File: src/rtl/core/sqlat_pkg.sv
// ----------------------------------------------------------------------------
// sqlat_pkg
// Shared types and constants for the SQL array literal tokenizer: parse
// phases, event codes, character constants and the decoded burst format.
// ----------------------------------------------------------------------------
`default_nettype none

package sqlat_pkg;

  // Parse phase of the tokenizer
  typedef enum logic [2:0] {
    PH_START    = 3'd0,  // start of a token
    PH_SEP      = 3'd1,  // just after a token, one separator may be skipped
    PH_SQ       = 3'd2,  // inside a single-quoted string
    PH_SQ_QUOTE = 3'd3,  // quote seen inside a single-quoted string
    PH_DQ       = 3'd4,  // inside a double-quoted string
    PH_ESC      = 3'd5,  // after a backslash in a quoted string
    PH_UNQ      = 3'd6,  // inside an unquoted element
    PH_END      = 3'd7   // text ended
  } phase_t;

  // Event codes carried on the result channel
  typedef enum logic [2:0] {
    EV_ROW_START = 3'd0,
    EV_ROW_END   = 3'd1,
    EV_BYTE      = 3'd2,
    EV_VALUE_END = 3'd3,
    EV_NULL      = 3'd4,
    EV_DONE      = 3'd5,
    EV_ERR_ZERO  = 3'd6,
    EV_ERR_ESC   = 3'd7
  } event_t;

  // Characters of interest
  localparam logic [7:0] CH_NUL    = 8'h00;
  localparam logic [7:0] CH_DQUOTE = 8'h22;
  localparam logic [7:0] CH_SQUOTE = 8'h27;
  localparam logic [7:0] CH_COMMA  = 8'h2C;
  localparam logic [7:0] CH_SEMI   = 8'h3B;
  localparam logic [7:0] CH_BSLASH = 8'h5C;
  localparam logic [7:0] CH_LBRACE = 8'h7B;
  localparam logic [7:0] CH_RBRACE = 8'h7D;

  // Length of the word NULL
  localparam logic [2:0] NULL_LEN = 3'd4;

  // Character i of the word NULL
  function automatic logic [7:0] null_char(input logic [1:0] idx);
    logic [7:0] ch;
    case (idx)
      2'd0:    ch = 8'h4E;  // N
      2'd1:    ch = 8'h55;  // U
      default: ch = 8'h4C;  // L
    endcase
    return ch;
  endfunction

  // Tokenizer state carried from item to item
  typedef struct packed {
    phase_t     phase;
    logic [2:0] npc;   // held bytes matching the start of NULL
    logic       uf;    // unquoted: bytes flushed; escape: return to DQ
  } tok_state_t;

  // One event of a burst other than a released NULL prefix byte
  typedef struct packed {
    event_t     kind;
    logic [7:0] ch;
  } tail_ev_t;

  // All results of one item: released prefix bytes, then up to two events
  typedef struct packed {
    logic [2:0]          flush_cnt;
    tail_ev_t [1:0]      tail;
    logic [1:0]          tail_cnt;
  } burst_t;

endpackage

`default_nettype wire

File: src/rtl/core/sqlat_decode.sv
// ----------------------------------------------------------------------------
// sqlat_decode
// Next-state and result decode for one text byte: gives the number of held
// NULL prefix bytes to release, the following events and the new state.
// ----------------------------------------------------------------------------
`default_nettype none

module sqlat_decode (
  input  wire logic [7:0]          text_byte,
  input  wire sqlat_pkg::tok_state_t st_i,
  output sqlat_pkg::tok_state_t    st_nxt,
  output sqlat_pkg::burst_t        burst
);
  import sqlat_pkg::*;

  logic       is_sep;
  logic       is_term;
  logic       tok_go;   // byte handled as the start of a token
  logic       unq_go;   // byte handled as part of an unquoted element
  logic [2:0] cur_npc;
  logic       cur_uf;

  assign is_sep  = (text_byte == CH_COMMA) || (text_byte == CH_SEMI);
  assign is_term = is_sep || (text_byte == CH_RBRACE) || (text_byte == CH_NUL);

  always_comb begin
    st_nxt  = st_i;
    burst   = '0;
    tok_go  = 1'b0;
    unq_go  = 1'b0;
    cur_npc = st_i.npc;
    cur_uf  = st_i.uf;

    // phase-specific handling
    case (st_i.phase)
      PH_START: begin
        tok_go = 1'b1;
      end
      PH_SEP: begin
        if (is_sep) st_nxt.phase = PH_START;
        else        tok_go = 1'b1;
      end
      PH_SQ: begin
        if (text_byte == CH_NUL) begin
          burst.tail[burst.tail_cnt[0]] = '{EV_ERR_ZERO, 8'h00};
          burst.tail_cnt = burst.tail_cnt + 2'd1;
          st_nxt.phase = PH_END;
        end else if (text_byte == CH_SQUOTE) begin
          st_nxt.phase = PH_SQ_QUOTE;
        end else if (text_byte == CH_BSLASH) begin
          st_nxt.uf    = 1'b0;
          st_nxt.phase = PH_ESC;
        end else begin
          burst.tail[burst.tail_cnt[0]] = '{EV_BYTE, text_byte};
          burst.tail_cnt = burst.tail_cnt + 2'd1;
        end
      end
      PH_SQ_QUOTE: begin
        if (text_byte == CH_SQUOTE) begin
          // doubled quote
          burst.tail[burst.tail_cnt[0]] = '{EV_BYTE, text_byte};
          burst.tail_cnt = burst.tail_cnt + 2'd1;
          st_nxt.phase = PH_SQ;
        end else begin
          // string closed: value end, then treat byte as after a token
          burst.tail[burst.tail_cnt[0]] = '{EV_VALUE_END, 8'h00};
          burst.tail_cnt = burst.tail_cnt + 2'd1;
          if (is_sep) st_nxt.phase = PH_START;
          else        tok_go = 1'b1;
        end
      end
      PH_DQ: begin
        if (text_byte == CH_NUL) begin
          burst.tail[burst.tail_cnt[0]] = '{EV_ERR_ZERO, 8'h00};
          burst.tail_cnt = burst.tail_cnt + 2'd1;
          st_nxt.phase = PH_END;
        end else if (text_byte == CH_BSLASH) begin
          st_nxt.uf    = 1'b1;
          st_nxt.phase = PH_ESC;
        end else if (text_byte == CH_DQUOTE) begin
          burst.tail[burst.tail_cnt[0]] = '{EV_VALUE_END, 8'h00};
          burst.tail_cnt = burst.tail_cnt + 2'd1;
          st_nxt.phase = PH_SEP;
        end else begin
          burst.tail[burst.tail_cnt[0]] = '{EV_BYTE, text_byte};
          burst.tail_cnt = burst.tail_cnt + 2'd1;
        end
      end
      PH_ESC: begin
        if (text_byte == CH_NUL) begin
          burst.tail[burst.tail_cnt[0]] = '{EV_ERR_ESC, 8'h00};
          burst.tail_cnt = burst.tail_cnt + 2'd1;
          st_nxt.phase = PH_END;
        end else begin
          burst.tail[burst.tail_cnt[0]] = '{EV_BYTE, text_byte};
          burst.tail_cnt = burst.tail_cnt + 2'd1;
          st_nxt.phase = st_i.uf ? PH_DQ : PH_SQ;
        end
        st_nxt.uf = 1'b0;
      end
      PH_UNQ: begin
        unq_go = 1'b1;
      end
      default: begin
        // ended: done on every byte
        burst.tail[burst.tail_cnt[0]] = '{EV_DONE, 8'h00};
        burst.tail_cnt = burst.tail_cnt + 2'd1;
        st_nxt.phase = PH_END;
      end
    endcase

    // start of a token
    if (tok_go) begin
      if (text_byte == CH_NUL) begin
        burst.tail[burst.tail_cnt[0]] = '{EV_DONE, 8'h00};
        burst.tail_cnt = burst.tail_cnt + 2'd1;
        st_nxt.phase = PH_END;
      end else if (text_byte == CH_LBRACE) begin
        burst.tail[burst.tail_cnt[0]] = '{EV_ROW_START, 8'h00};
        burst.tail_cnt = burst.tail_cnt + 2'd1;
        st_nxt.phase = PH_SEP;
      end else if (text_byte == CH_RBRACE) begin
        burst.tail[burst.tail_cnt[0]] = '{EV_ROW_END, 8'h00};
        burst.tail_cnt = burst.tail_cnt + 2'd1;
        st_nxt.phase = PH_SEP;
      end else if (text_byte == CH_SQUOTE) begin
        st_nxt.phase = PH_SQ;
      end else if (text_byte == CH_DQUOTE) begin
        st_nxt.phase = PH_DQ;
      end else if (is_sep) begin
        // empty unquoted element
        burst.tail[burst.tail_cnt[0]] = '{EV_VALUE_END, 8'h00};
        burst.tail_cnt = burst.tail_cnt + 2'd1;
        st_nxt.phase = PH_START;
      end else begin
        st_nxt.phase = PH_UNQ;
        cur_npc = 3'd0;
        cur_uf  = 1'b0;
        unq_go  = 1'b1;
      end
    end

    // unquoted element, with NULL prefix hold-back
    if (unq_go) begin
      st_nxt.npc = cur_npc;
      st_nxt.uf  = cur_uf;
      if (is_term) begin
        if (!cur_uf && (cur_npc == NULL_LEN)) begin
          burst.tail[burst.tail_cnt[0]] = '{EV_NULL, 8'h00};
          burst.tail_cnt = burst.tail_cnt + 2'd1;
        end else begin
          burst.flush_cnt = cur_npc;
          burst.tail[burst.tail_cnt[0]] = '{EV_VALUE_END, 8'h00};
          burst.tail_cnt = burst.tail_cnt + 2'd1;
        end
        st_nxt.npc = 3'd0;
        st_nxt.uf  = 1'b0;
        if (text_byte == CH_NUL) begin
          burst.tail[burst.tail_cnt[0]] = '{EV_DONE, 8'h00};
          burst.tail_cnt = burst.tail_cnt + 2'd1;
          st_nxt.phase = PH_END;
        end else if (text_byte == CH_RBRACE) begin
          burst.tail[burst.tail_cnt[0]] = '{EV_ROW_END, 8'h00};
          burst.tail_cnt = burst.tail_cnt + 2'd1;
          st_nxt.phase = PH_SEP;
        end else begin
          st_nxt.phase = PH_START;
        end
      end else if (!cur_uf && (cur_npc < NULL_LEN) &&
                   (text_byte == null_char(cur_npc[1:0]))) begin
        st_nxt.npc = cur_npc + 3'd1;
      end else begin
        burst.flush_cnt = cur_npc;
        burst.tail[burst.tail_cnt[0]] = '{EV_BYTE, text_byte};
        burst.tail_cnt = burst.tail_cnt + 2'd1;
        st_nxt.npc = 3'd0;
        st_nxt.uf  = 1'b1;
      end
    end
  end

endmodule

`default_nettype wire

File: src/rtl/core/sql_array_literal_tokenizer.sv
// ----------------------------------------------------------------------------
// sql_array_literal_tokenizer
// Byte-stream tokenizer for SQL array literals, emitting row, value, null,
// done and error events.
// ----------------------------------------------------------------------------
// Each text byte is decoded in the cycle it is accepted and its results are
// written to a burst register that drains one result per cycle while the
// receiver is ready. A byte that gives zero or one result does not hold the
// input, so ordinary text then streams at one byte per cycle; a byte that
// gives more (up to five, when a held-back NULL prefix is released) holds the
// input until its last result is taken, bounded by the single output register.
// The next byte is taken in the same cycle as the last result of the previous
// one. Text ends on a zero byte; then every byte gives a done event until reset.
`default_nettype none

module sql_array_literal_tokenizer (
  input  wire logic       clk,
  input  wire logic       rst_n,
  // input items
  input  wire logic       in_tvalid,
  output logic            in_tready,
  input  wire logic [7:0] in_tdata,   // [7:0] text_byte
  // result items
  output logic            out_tvalid,
  input  wire logic       out_tready,
  output logic [7:0]      out_tdata,  // [7:0] value_char
  output logic [2:0]      out_tuser,  // [2:0] event_kind
  output logic            out_tlast   // run_last
);
  import sqlat_pkg::*;

  tok_state_t state_r;
  tok_state_t state_nxt;
  burst_t     burst_r;
  burst_t     burst_nxt;
  logic [2:0] total_r;
  logic [2:0] rd_r;
  logic       in_acc;
  logic       out_acc;
  logic [2:0] rd_inc;
  logic [2:0] tail_pos;
  tail_ev_t   tail_sel;

  // decode of the incoming byte
  sqlat_decode u_decode (
    .text_byte (in_tdata),
    .st_i      (state_r),
    .st_nxt    (state_nxt),
    .burst     (burst_nxt)
  );

  // handshakes: take a byte once the burst is empty or on its last result
  assign rd_inc     = rd_r + 3'd1;
  assign out_tvalid = (rd_r != total_r);
  assign out_acc    = out_tvalid && out_tready;
  assign in_tready  = (rd_r == total_r) || ((rd_inc == total_r) && out_tready);
  assign in_acc     = in_tvalid && in_tready;

  // state and burst registers
  always_ff @(posedge clk) begin
    if (!rst_n) begin
      state_r <= '{PH_START, 3'd0, 1'b0};
      total_r <= 3'd0;
      rd_r    <= 3'd0;
    end else if (in_acc) begin
      state_r <= state_nxt;
      total_r <= burst_nxt.flush_cnt + {1'b0, burst_nxt.tail_cnt};
      rd_r    <= 3'd0;
    end else if (out_acc) begin
      rd_r    <= rd_inc;
    end
  end

  // burst payload, no reset needed
  always_ff @(posedge clk) begin
    if (in_acc) burst_r <= burst_nxt;
  end

  // result select: released prefix bytes first, then the tail events
  assign tail_pos = rd_r - burst_r.flush_cnt;
  assign tail_sel = burst_r.tail[tail_pos[0]];

  always_comb begin
    if (rd_r < burst_r.flush_cnt) begin
      out_tuser = EV_BYTE;
      out_tdata = null_char(rd_r[1:0]);
    end else begin
      out_tuser = tail_sel.kind;
      out_tdata = tail_sel.ch;
    end
  end

  assign out_tlast = (rd_inc == total_r);

endmodule

`default_nettype wire

File: config.mk
export PLATFORM = sky130hd
export DESIGN_NAME = sql_array_literal_tokenizer
export DESIGN_NICKNAME = d
export VERILOG_FILES = /design/src/rtl/core/sqlat_pkg.sv /design/src/rtl/core/sqlat_decode.sv /design/src/rtl/core/sql_array_literal_tokenizer.sv
export SDC_FILE = /design/constraint.sdc
export NUM_CORES = 1
export LEC_CHECK = 0
export BUFFER_PORTS_ARGS = -buffer_cell sky130_fd_sc_hd__clkbuf_2
export CAP_MARGIN = 5
export CORE_MARGIN = 1
export CORE_UTILIZATION = 60
export CTS_CLUSTER_DIAMETER = 80
export DETAILED_ROUTE_END_ITERATION = 12
export HOLD_SLACK_MARGIN = 0.15
export PLACE_DENSITY = 0.92
export RECOVER_POWER = 50
export SYNTH_ARGS = -nofsm -noshare
export SYNTH_HDL_FRONTEND = slang
export SYNTH_SLANG_ARGS = --single-unit
export TNS_END_PERCENT = 10
File: constraint.sdc
create_clock -name clk -period 4.5 [get_ports clk]
set_input_delay 0.45 -clock clk [delete_from_list [all_inputs] [get_ports clk]]
set_output_delay 0.45 -clock clk [all_outputs]
set_load 0.005 [all_outputs]
; Yosys cells after proc, flatten, opt, wreduce, memory -nomap -nowiden
; Index checks and enable logic that the tools add are counted.
[op_classes]
n_addsub = 7
n_lt_le_gt_ge = 9
eq_ne = 25
n_mux = 96
bitwise = 24
n_reduce_logical = 24
[op_table]
columns = cell, n
row1 = 2-to-1 mux 24 bit, 12
row2 = 2-to-1 mux 3 bit, 29
row3 = 2-to-1 mux 27 bit, 3
row4 = 2-to-1 mux 11 bit, 7
row5 = NOT 18 bit, 4
row6 = 2-to-1 mux 13 bit, 5
row7 = case mux 13 bit (5 select lines), 1
row8 = NOT 20 bit, 3
row9 = bitwise AND 20 bit, 2
row10 = bitwise AND 18 bit, 2
row11 = bitwise AND 9 x 18 -> 18 bit, 2
row12 = demux 11 bit (select 1 bit), 3
row13 = == test 8 x 6 -> 1 bit (second input constant), 4
row14 = == test 8 x 7 -> 1 bit (second input constant), 3
row15 = 2-to-1 mux 1 bit, 24
row16 = 2-to-1 mux 8 bit, 3
row17 = bitwise AND 11 x 22 -> 22 bit, 1
row18 = bitwise mux 22 bit, 1
row19 = NOT 22 bit, 1
row20 = bitwise AND 10 x 20 -> 20 bit, 1
row21 = case mux 5 bit (2 select lines), 2
row22 = case mux 3 bit (6 select lines), 1
row23 = == test 3 bit (second input constant), 4
row24 = 2-to-1 mux 12 bit, 1
row25 = other kinds (35), 66
[word_totals]
reg_bits = 38
elab_cells = 195

; Logic depth before layout (Yosys ltp)
; Gate-level depths: netlist of the first run.
[depth]
ltp_word = 38
mapped_depth = 21

; Cells and area by module
; From an unflattened synthesis of the first run, not the netlist that was laid out.
[unflattened]
hier_cells = 341
hier_area_um2 = 3134.3
[modules_own_cells]
columns = module, instances, cells_per_inst, area_per_inst_um2
row1 = sql_array_literal_tokenizer, 1, 139, 1798.0
row2 = sqlat_decode, 1, 202, 1336.3

; Worst setup path after synthesis of the first run
; No wires, ideal clock.
[synth_path]
path_kind = in2reg
from = input port in_tdata[4]
to = register total_r[2]
setup_ps = 171
arrival_time_ps = 3939
path_slack_ps = 390
cell_stages = 20
path_cell_list = clkbuf_1 or4_1 buf_2 nor3_1 a311oi_1 o21ai_1 nand2_1 ha_1 and4b_1 o211a_1 inv_1 o211ai_1 a21boi_4 a21oi_1 xor2_1 ha_1 inv_1 fa_1 xor2_1 o22ai_2
[synth_via]
elab_chain_cells = 23
[synth_rtl]
columns = item, line_no
row1 = start: declaration, sql_array_literal_tokenizer.sv:22  ; input wire logic [7:0] in_tdata,
row2 = == test 8 x 7 -> 1 bit, "sqlat_decode.sv:50, sqlat_decode.sv:77"
row3 = 2-to-1 mux 12 bit, sqlat_decode.sv:50  ; end else if (text_byte == CH_BSLASH) begin
row4 = 2-to-1 mux 13 bit, sqlat_decode.sv:48  ; end else if (text_byte == CH_SQUOTE) begin
row5 = 2-to-1 mux 13 bit, sqlat_decode.sv:44  ; if (text_byte == CH_NUL) begin
row6 = case mux 13 bit (5 select lines), sqlat_decode.sv:35  ; case (st_i.phase)
row7 = adder 2 x 1 -> 2 bit, --
row8 = 2-to-1 mux 24 bit, sqlat_decode.sv:130  ; end else if (is_sep) begin
row9 = 2-to-1 mux 24 bit, sqlat_decode.sv:128  ; end else if (text_byte == CH_DQUOTE) begin
row10 = (+7 left out), --
row11 = 2-to-1 mux 24 bit, sqlat_decode.sv:147  ; if (is_term) begin
row12 = 2-to-1 mux 24 bit, sqlat_decode.sv:144  ; if (unq_go) begin
row13 = adder 2 x 1 -> 2 bit, "sqlat_decode.sv:160, sqlat_decode.sv:164"
row14 = 2-to-1 mux 24 bit, sqlat_decode.sv:162  ; end else if (text_byte == CH_RBRACE) begin
row15 = 2-to-1 mux 24 bit, sqlat_decode.sv:158  ; if (text_byte == CH_NUL) begin
row16 = 2-to-1 mux 27 bit, sqlat_decode.sv:147
row17 = 2-to-1 mux 27 bit (*), sqlat_decode.sv:144
row18 = adder 3 x 2 -> 3 bit (*), sql_array_literal_tokenizer.sv:67  ; total_r <= burst_nxt.flush_cnt + {1'b0, burst_nxt.tail_cnt};
row19 = end signal: assignment, sql_array_literal_tokenizer.sv:67
row20 = end: declaration, sql_array_literal_tokenizer.sv:36  ; logic [2:0] total_r;
; Mark *: on every way between the ends. The rest lies on a longest branch, timed or not. The select of a mux whose other input is x is not followed.
; A chain may end at the register's enable or synchronous reset.

; Worst setup path after layout of the first run
[layout_path]
from = input port in_tdata[5]
to = register total_r[2]
; Same word-level chain as after synthesis.

==> impl_metrics.yaml, run 1 <==
logic_synthesis:
  yosysTopAreaCellShare_pct: 25.43
  yosys-top-cells-count: "32 x nand2_1, 28 x nor2_1, 25 x edfxtp_1"
  ys_seq_elements: 38
  synth_top_cell_by_area: "edfxtp_1"
  postSynthAreaPerCell_um2: 8.999
  ys_async_sr_fraction_pct: 0
  yosysWarnings: 0
  ys_types: 70
  synthesis.nets: 354
  synth_edf_count: 25
  synth_top_cells_by_area: "edfxtp_1 25%, dfxtp_1 8.8%, ha_1 5.5%, mux2i_1 4.1%, nand2_1 4.1%"
  syn_inst: 328
  synth_most_common_cell: "nand2_1"
  syn_area_mm2: 0.002952
  synth_flop_cell: "edfxtp_1"
  ys_seq_area_share_pct: 34.25
clocking:
  cts_sinks: 38
  clk_pin_slew_ns: 0.07
  cts-buffers-inserted: 5
  cts_tree: "yes"
  htreeDepth: 2
  ctsHoldBuffers: 0
  worstSkewPairLatency_ns: 0.29
  cts_max_path_buffers: 2
  root_buffer: "clkbuf_8"
pwr:
  ir_drop_v: 0.0002895
  powerDensity_mw_per_mm2: 631.8
  p_leak_nw: 1.363
detailed_routing:
  wire_per_inst_um: 17.16
  drc: 2
  firstDrtPassIters: 9
  drt_iter0_markers: 248
  vias: 2617
  vias_per_cell: 6.187
  ant_nets: 0
  drt-total-wl_um: 7258
sta:
  finalHoldViolations: 0
  tns_ns: 0
  period_share_pct: 91.08
  period_needed_ns: 4.099
  setup_violations: 0
  worst_pin_slew_ns: 0.6901
  slew_violations: 0
  finClkSkew_ns: 0.007834
  max-slew-margin-rel_pct: 53.57
  rsz0062_at_grt: "false"
  max_freq_ghz: 0.2440
worst_setup_path:
  max_stage_delay_ns: 0.56
  slowest_stage: "a311oi_1"
  worst_ep_arrival_time_ns: 4.26
  crit_type: "in2reg"
  required_ns: 4.66
  critical_path.cell_chain: "clkbuf_2 -> xor2_1 -> nor3_1 -> a311oi_1 -> o21ai_2 -> nand2_1 -> inv_1 -> ha_1 -> nor4b_1 -> o211a_1 -> inv_1 -> o211ai_1 -> a21boi_4 -> a21oi_1 -> xor2_1 -> ha_1 -> inv_1 -> fa_1 -> xor2_1 -> o22ai_2"
  end_kind: "flop"
  startpoint_type: "primary input"
  crit_fanout: 12
floorplan:
  fp-row-count: 25
  initial_core_util_pct: 62.49
  die_w_um: 72.14
  core_region_area_mm2: 0.004723
  dieArea_mm2: 0.005203
  die_y_um: 72.14
  io_pins: 26
global_routing:
  grt.total_usage_pct: 29.27
  grt_max_degree: 38
  met3_usage_pct: 4.861
  antenna_found_initial: 0
  busiest_layer: "met2"
  grt_pass1_vias: 2434
  met1_usage_pct: 39.03
  grt_pass1_wl_um: 11590
  overflow: 0
  grtUsageMet2_pct: 48.49
place:
  portBuffers: 25
  finalWeightedCongestion: 0.9729
  dp_hpwl_um: 5506
final_layout:
  syn_to_final_growth_pct: 12.34
  diodes: 0
  nFillCells: 353
  post-route-util_pct: 70.20
  final_layout_size_suffix_gt1_share_pct: 18.82
  nNetsFinal: 381
min_path:
  hold_class: "reg2reg"
flow_run:
  cap_violations: 0
status:
  status: "complete, but fails checks"
  violations: "DRC"
cell families (layout without fill, tap and decap cells):
kind of cell    Yosys count  count (layout)  synth area share, %
buf+inv                  34              62                4.832
fa+ha+maj                14              14                6.189
simple gates            123             123                22.13
xor+xnor                 13              13                4.366
mux                      13              13                4.833
compound gates           93              93                23.40
flops                    38              38                34.25
sequential cells by signal (all words and copies together), names as in the netlist:
name / flops
burst_r: 25
state_r: 7
rd_r: 3
total_r: 3
final cells by class:
| cell class | count | area, um^2 | share of cell area (%) |
|---|---|---|---|
| clock buffers | 5 | 68.82 | 2.075 |
| clock inverters | 3 | 63.81 | 1.925 |
| inverters | 14 | 52.55 | 1.585 |
| multi-input cells | 256 | 1802 | 54.34 |
| flip-flops and latches | 38 | 1011 | 30.49 |
| well taps | 67 | 83.83 | 2.528 |
| repair buffers | 40 | 234.0 | 7.057 |
timing repair:
action	4_1_cts	5_1_grt
hold endpoints to repair	0	0
endpoints found under the setup margin	0	1
buffers inserted	0	0
resized for setup	0	1
power by group:
part	switching (mW)	total, mW	internal, mW	leakage (nW)
logic	0.693	1.14	0.445	0.943
clock network	0.119	0.339	0.219	0.0658
registers	0.0699	0.619	0.549	0.353
layer usage:
metal | share of wire [%] | wire [um]
met1 | 41 | 2967
met2 | 48 | 3488
met3 | 8.7 | 631
met4 | 2.4 | 171
met5 | 0 | 0
final timing paths:
| check | endpoint | slack, ns | startpoint | cells after the start |
|---|---|---|---|---|
| hold / removal | state_r[2]$_SDFFE_PN0P_ | 0.49 | state_r[2]$_SDFFE_PN0P_ | 2 |
| setup / recovery | total_r[2]$_SDFFE_PN0P_ | 0.40 | in_tdata[5] | 20 |
| hold reg to reg | state_r[2]$_SDFFE_PN0P_ | 0.49 | state_r[2]$_SDFFE_PN0P_ | 2 |
| setup reg to reg | total_r[2]$_SDFFE_PN0P_ | 0.83 | state_r[5]$_SDFFE_PN0P_ | 17 |
critical path, delay by kind of cell:
kind	cells	cell delay [ns]
simple gates	3	0.55
compound gates	7	1.44
fa+ha+maj	3	0.75
buf+inv	4	0.41
xor+xnor	3	0.64
layout by cell type (no fill, tap or decap), types with 5 or more instances in the layout:
| master | n |
|---|---|
| a21oi_1 | 16 |
| and2_1 | 7 |
| a211oi_1 | 5 |
| ha_1 | 13 |
| xnor2_1 | 6 |
| nand2b_1 | 5 |
| edfxtp_1 | 25 |
| a21boi_0 | 6 |
| nand3_1 | 9 |
| nor2b_1 | 11 |
| clkbuf_2 | 22 |
| a31oi_1 | 5 |
| nor2_1 | 28 |
| nand2_1 | 32 |
| o21ai_0 | 19 |
| buf_4 | 15 |
| xor2_1 | 6 |
| mux2i_1 | 12 |
| clkbuf_8 | 5 |
| inv_1 | 13 |
| dfxtp_1 | 13 |
per-stage QoR:
stage / area (um^2) / std cells / setup WS, ns / total power, mW / hold WS, ns
after floorplan: 2952 / 328 / 0.3896 / 1.413 / 0.4412
after global placement: 3183 / 415 / 0.2445 / 1.690 / 0.4633
after detailed placement: 3183 / 415 / 0.03101 / 1.740 / 0.4873
after CTS: 3316 / 423 / 0.3279 / 2.077 / 0.4914
after global routing: 3316 / 423 / 0.07119 / 2.229 / 0.5136
final: 3316 / 423 / 0.4014 / 2.095 / 0.4887
No activity file was read; power rests on OpenSTA's default activity.
==> run 2: changes to the inputs <==
--- a/config.mk
+++ b/config.mk
@@ -16,2 +16,3 @@
 export RECOVER_POWER = 50
+export REMOVE_ABC_BUFFERS = 1
 export SYNTH_ARGS = -nofsm -noshare
==> constraint.sdc (replaced) <==
create_clock -name clk -period 4.5 [get_ports clk]
set_input_delay 0.225 -clock clk [delete_from_list [all_inputs] [get_ports clk]]
set_output_delay 0.225 -clock clk [all_outputs]
set_load 0.005 [all_outputs]
==> run 2 against run 1 <==
Net effect: the run now ends clean; sequential cell count is the same; combinational power fell by 5%; non-clock buffer count is 8 lower; die area unchanged; count of clock-buffer cells in the layout rose by 1; clock power decreased by 36%; utilization decreased by 2.8 points; wire length is 1.0% higher; via count down 0.42%; first-iteration DRC count increased by 6.0%; worst hold slack got worse by 0.21 ns; maximum frequency shrank 0.37%; critical path type unchanged; highest routed layer unchanged.
==> impl_metrics.yaml, run 2 (synthesized netlist as in run 1, its figures left out) <==
status:
  status: "finished clean"
min_path:
  hold_class: "in2reg"
  holdPathStages: 2
  min-delay-start: "rst_n"
detailed_routing:
  firstDrtPassIters: 5
  drt_iter0_markers: 263
  wire_per_inst_um: 17.67
  ant_nets: 0
  vias_per_cell: 6.280
  drc: 0
  drt-total-wl_um: 7331
  vias: 2606
sta:
  finalHoldViolations: 0
  setup_violations: 0
  rsz0062_at_grt: "false"
  max_freq_ghz: 0.2431
  worst_pin_slew_ns: 1.271
  holdWs_ns: 0.2835
  tns_ns: 0
  period_share_pct: 91.42
  setup_slack_ns: 0.3862
  period_needed_ns: 4.114
  slew_violations: 0
  max-slew-margin-rel_pct: 15.24
  finClkSkew_ns: 0.006700
floorplan:
  die_y_um: 72.14
  io_pins: 26
  dieArea_mm2: 0.005203
  core_region_area_mm2: 0.004723
  die_w_um: 72.14
  initial_core_util_pct: 62.49
  fp-row-count: 25
clocking:
  postCtsSetupRepairBufs: 0
  root_buffer: "clkbuf_8"
  cts_sinks: 38
  worstSkewPairLatency_ns: 0.29
  ctsResizeCount: 0
  ctsHoldBuffers: 0
  cts_tree: "yes"
  htreeDepth: 2
  clk_pin_slew_ns: 0.06
  cts-buffers-inserted: 5
  cts_max_path_buffers: 2
pwr:
  p_leak_nw: 1.297
  fin_total_pwr_mw: 1.934
  ir_drop_v: 0.0003039
  powerDensity_mw_per_mm2: 607.4
place:
  finalWeightedCongestion: 0.9587
  portBuffers: 25
  placed_cells: 407
  place_ws_ns: 0.1499
  dp_hpwl_um: 5651
final_layout:
  final_cells: 415
  syn_to_final_growth_pct: 7.885
  largest_register_ff_count: 25
  final_common_cell: "nand2_1"
  final_layout_size_suffix_gt1_share_pct: 16.09
  regMostFlops: "burst_r"
  diodes: 0
  top_regs: "burst_r (25), state_r (7)"
  nFillCells: 381
  nNetsFinal: 373
  final_cell_mix: "32 x nand2_1, 28 x nor2_1, 25 x edfxtp_1"
worst_setup_path:
  worst_ep_arrival_time_ns: 4.27
  slowest_stage: "or4_1"
  reg2reg_depth: 13
  critPathLaunch: "in_tdata[6]"
  worstReg2RegStart: "state_r[6]$_SDFFE_PN0P_"
  required_ns: 4.66
  crit_fanout: 9
  end_kind: "flop"
  startpoint_type: "primary input"
  max_stage_delay_ns: 0.68
  critical_path.cell_chain: "clkbuf_2 -> or4_1 -> nor3_1 -> a311oi_1 -> o21ai_1 -> nand2_1 -> ha_1 -> nor4b_1 -> o211a_1 -> inv_1 -> o211ai_1 -> a21boi_4 -> a21oi_1 -> xor2_1 -> ha_1 -> inv_1 -> fa_1 -> xor2_1 -> o22ai_2"
  crit_type: "in2reg"
global_routing:
  grt_max_degree: 25
  grt_pass1_vias: 2514
  grt_pass1_wl_um: 11970
  grt.total_usage_pct: 30.79
  antenna_found_initial: 0
  overflow: 0
flow_run:
  cap_violations: 0
==> run 2: changes by cell type in the layout (fill, tap and decap cells not counted) <==
cell	change
buf_4	-9
bufinv_16	-2
clkbuf_1	+1
clkbuf_2	+1
clkinv_2	+1
o21ai_1	+1
o21ai_2	-1
o22ai_1	+1
o22ai_4	-1
==> run 2: path summary, 6_finish.rpt <==
path / end / slack (ns)
setup / recovery: total_r[2]$_SDFFE_PN0P_ / 0.39
hold / removal: state_r[0]$_SDFFE_PN0P_ / 0.28
setup reg to reg: total_r[2]$_SDFFE_PN0P_ / 0.67
hold reg to reg: state_r[2]$_SDFFE_PN0P_ / 0.48
==> run 2: per-stage QoR <==
stage                     util [%]  area, um^2
after floorplan                  -        2861
after global placement       66.12        3123
after detailed placement     66.12        3123
after CTS                    67.84        3204
after global routing         67.42        3184
final                        67.42        3184
==> run 2: metal layers <==
metal / part of all wire (%) / vias up / track usage [%]
li1: - / 1239 / -
met1: 41 / 1207 / 39.86
met2: 48 / 140 / 50.47
met3: 8.0 / 20 / 4.444
met4: 3.0 / 0 / 15.47
met5: 0 / - / 0
==> run 2: critical path: cells and delay by family <==
kind / cells / cell delay, ns
simple gates: 4 / 1.41
compound gates: 7 / 1.24
fa+ha+maj: 3 / 0.79
xor+xnor: 2 / 0.37
buf+inv: 3 / 0.24
==> run 2: final cells by class <==
class | count | area (um^2) | share of cell area (%)
clock buffer | 6 | 72.57 | 2.279
clock inverter | 2 | 8.758 | 0.2750
inverter | 14 | 52.55 | 1.650
multi-input combinational | 256 | 1784 | 56.03
sequential | 38 | 1011 | 31.75
tap | 67 | 83.83 | 2.633
timing repair buffer | 32 | 171.4 | 5.383
==> run 2: report_power, final <==
part / switching [mW] / internal (mW)
Combinational: 0.662 / 0.415
Sequential: 0.0852 / 0.553
Clock: 0.112 / 0.106
Total: 0.860 / 1.07
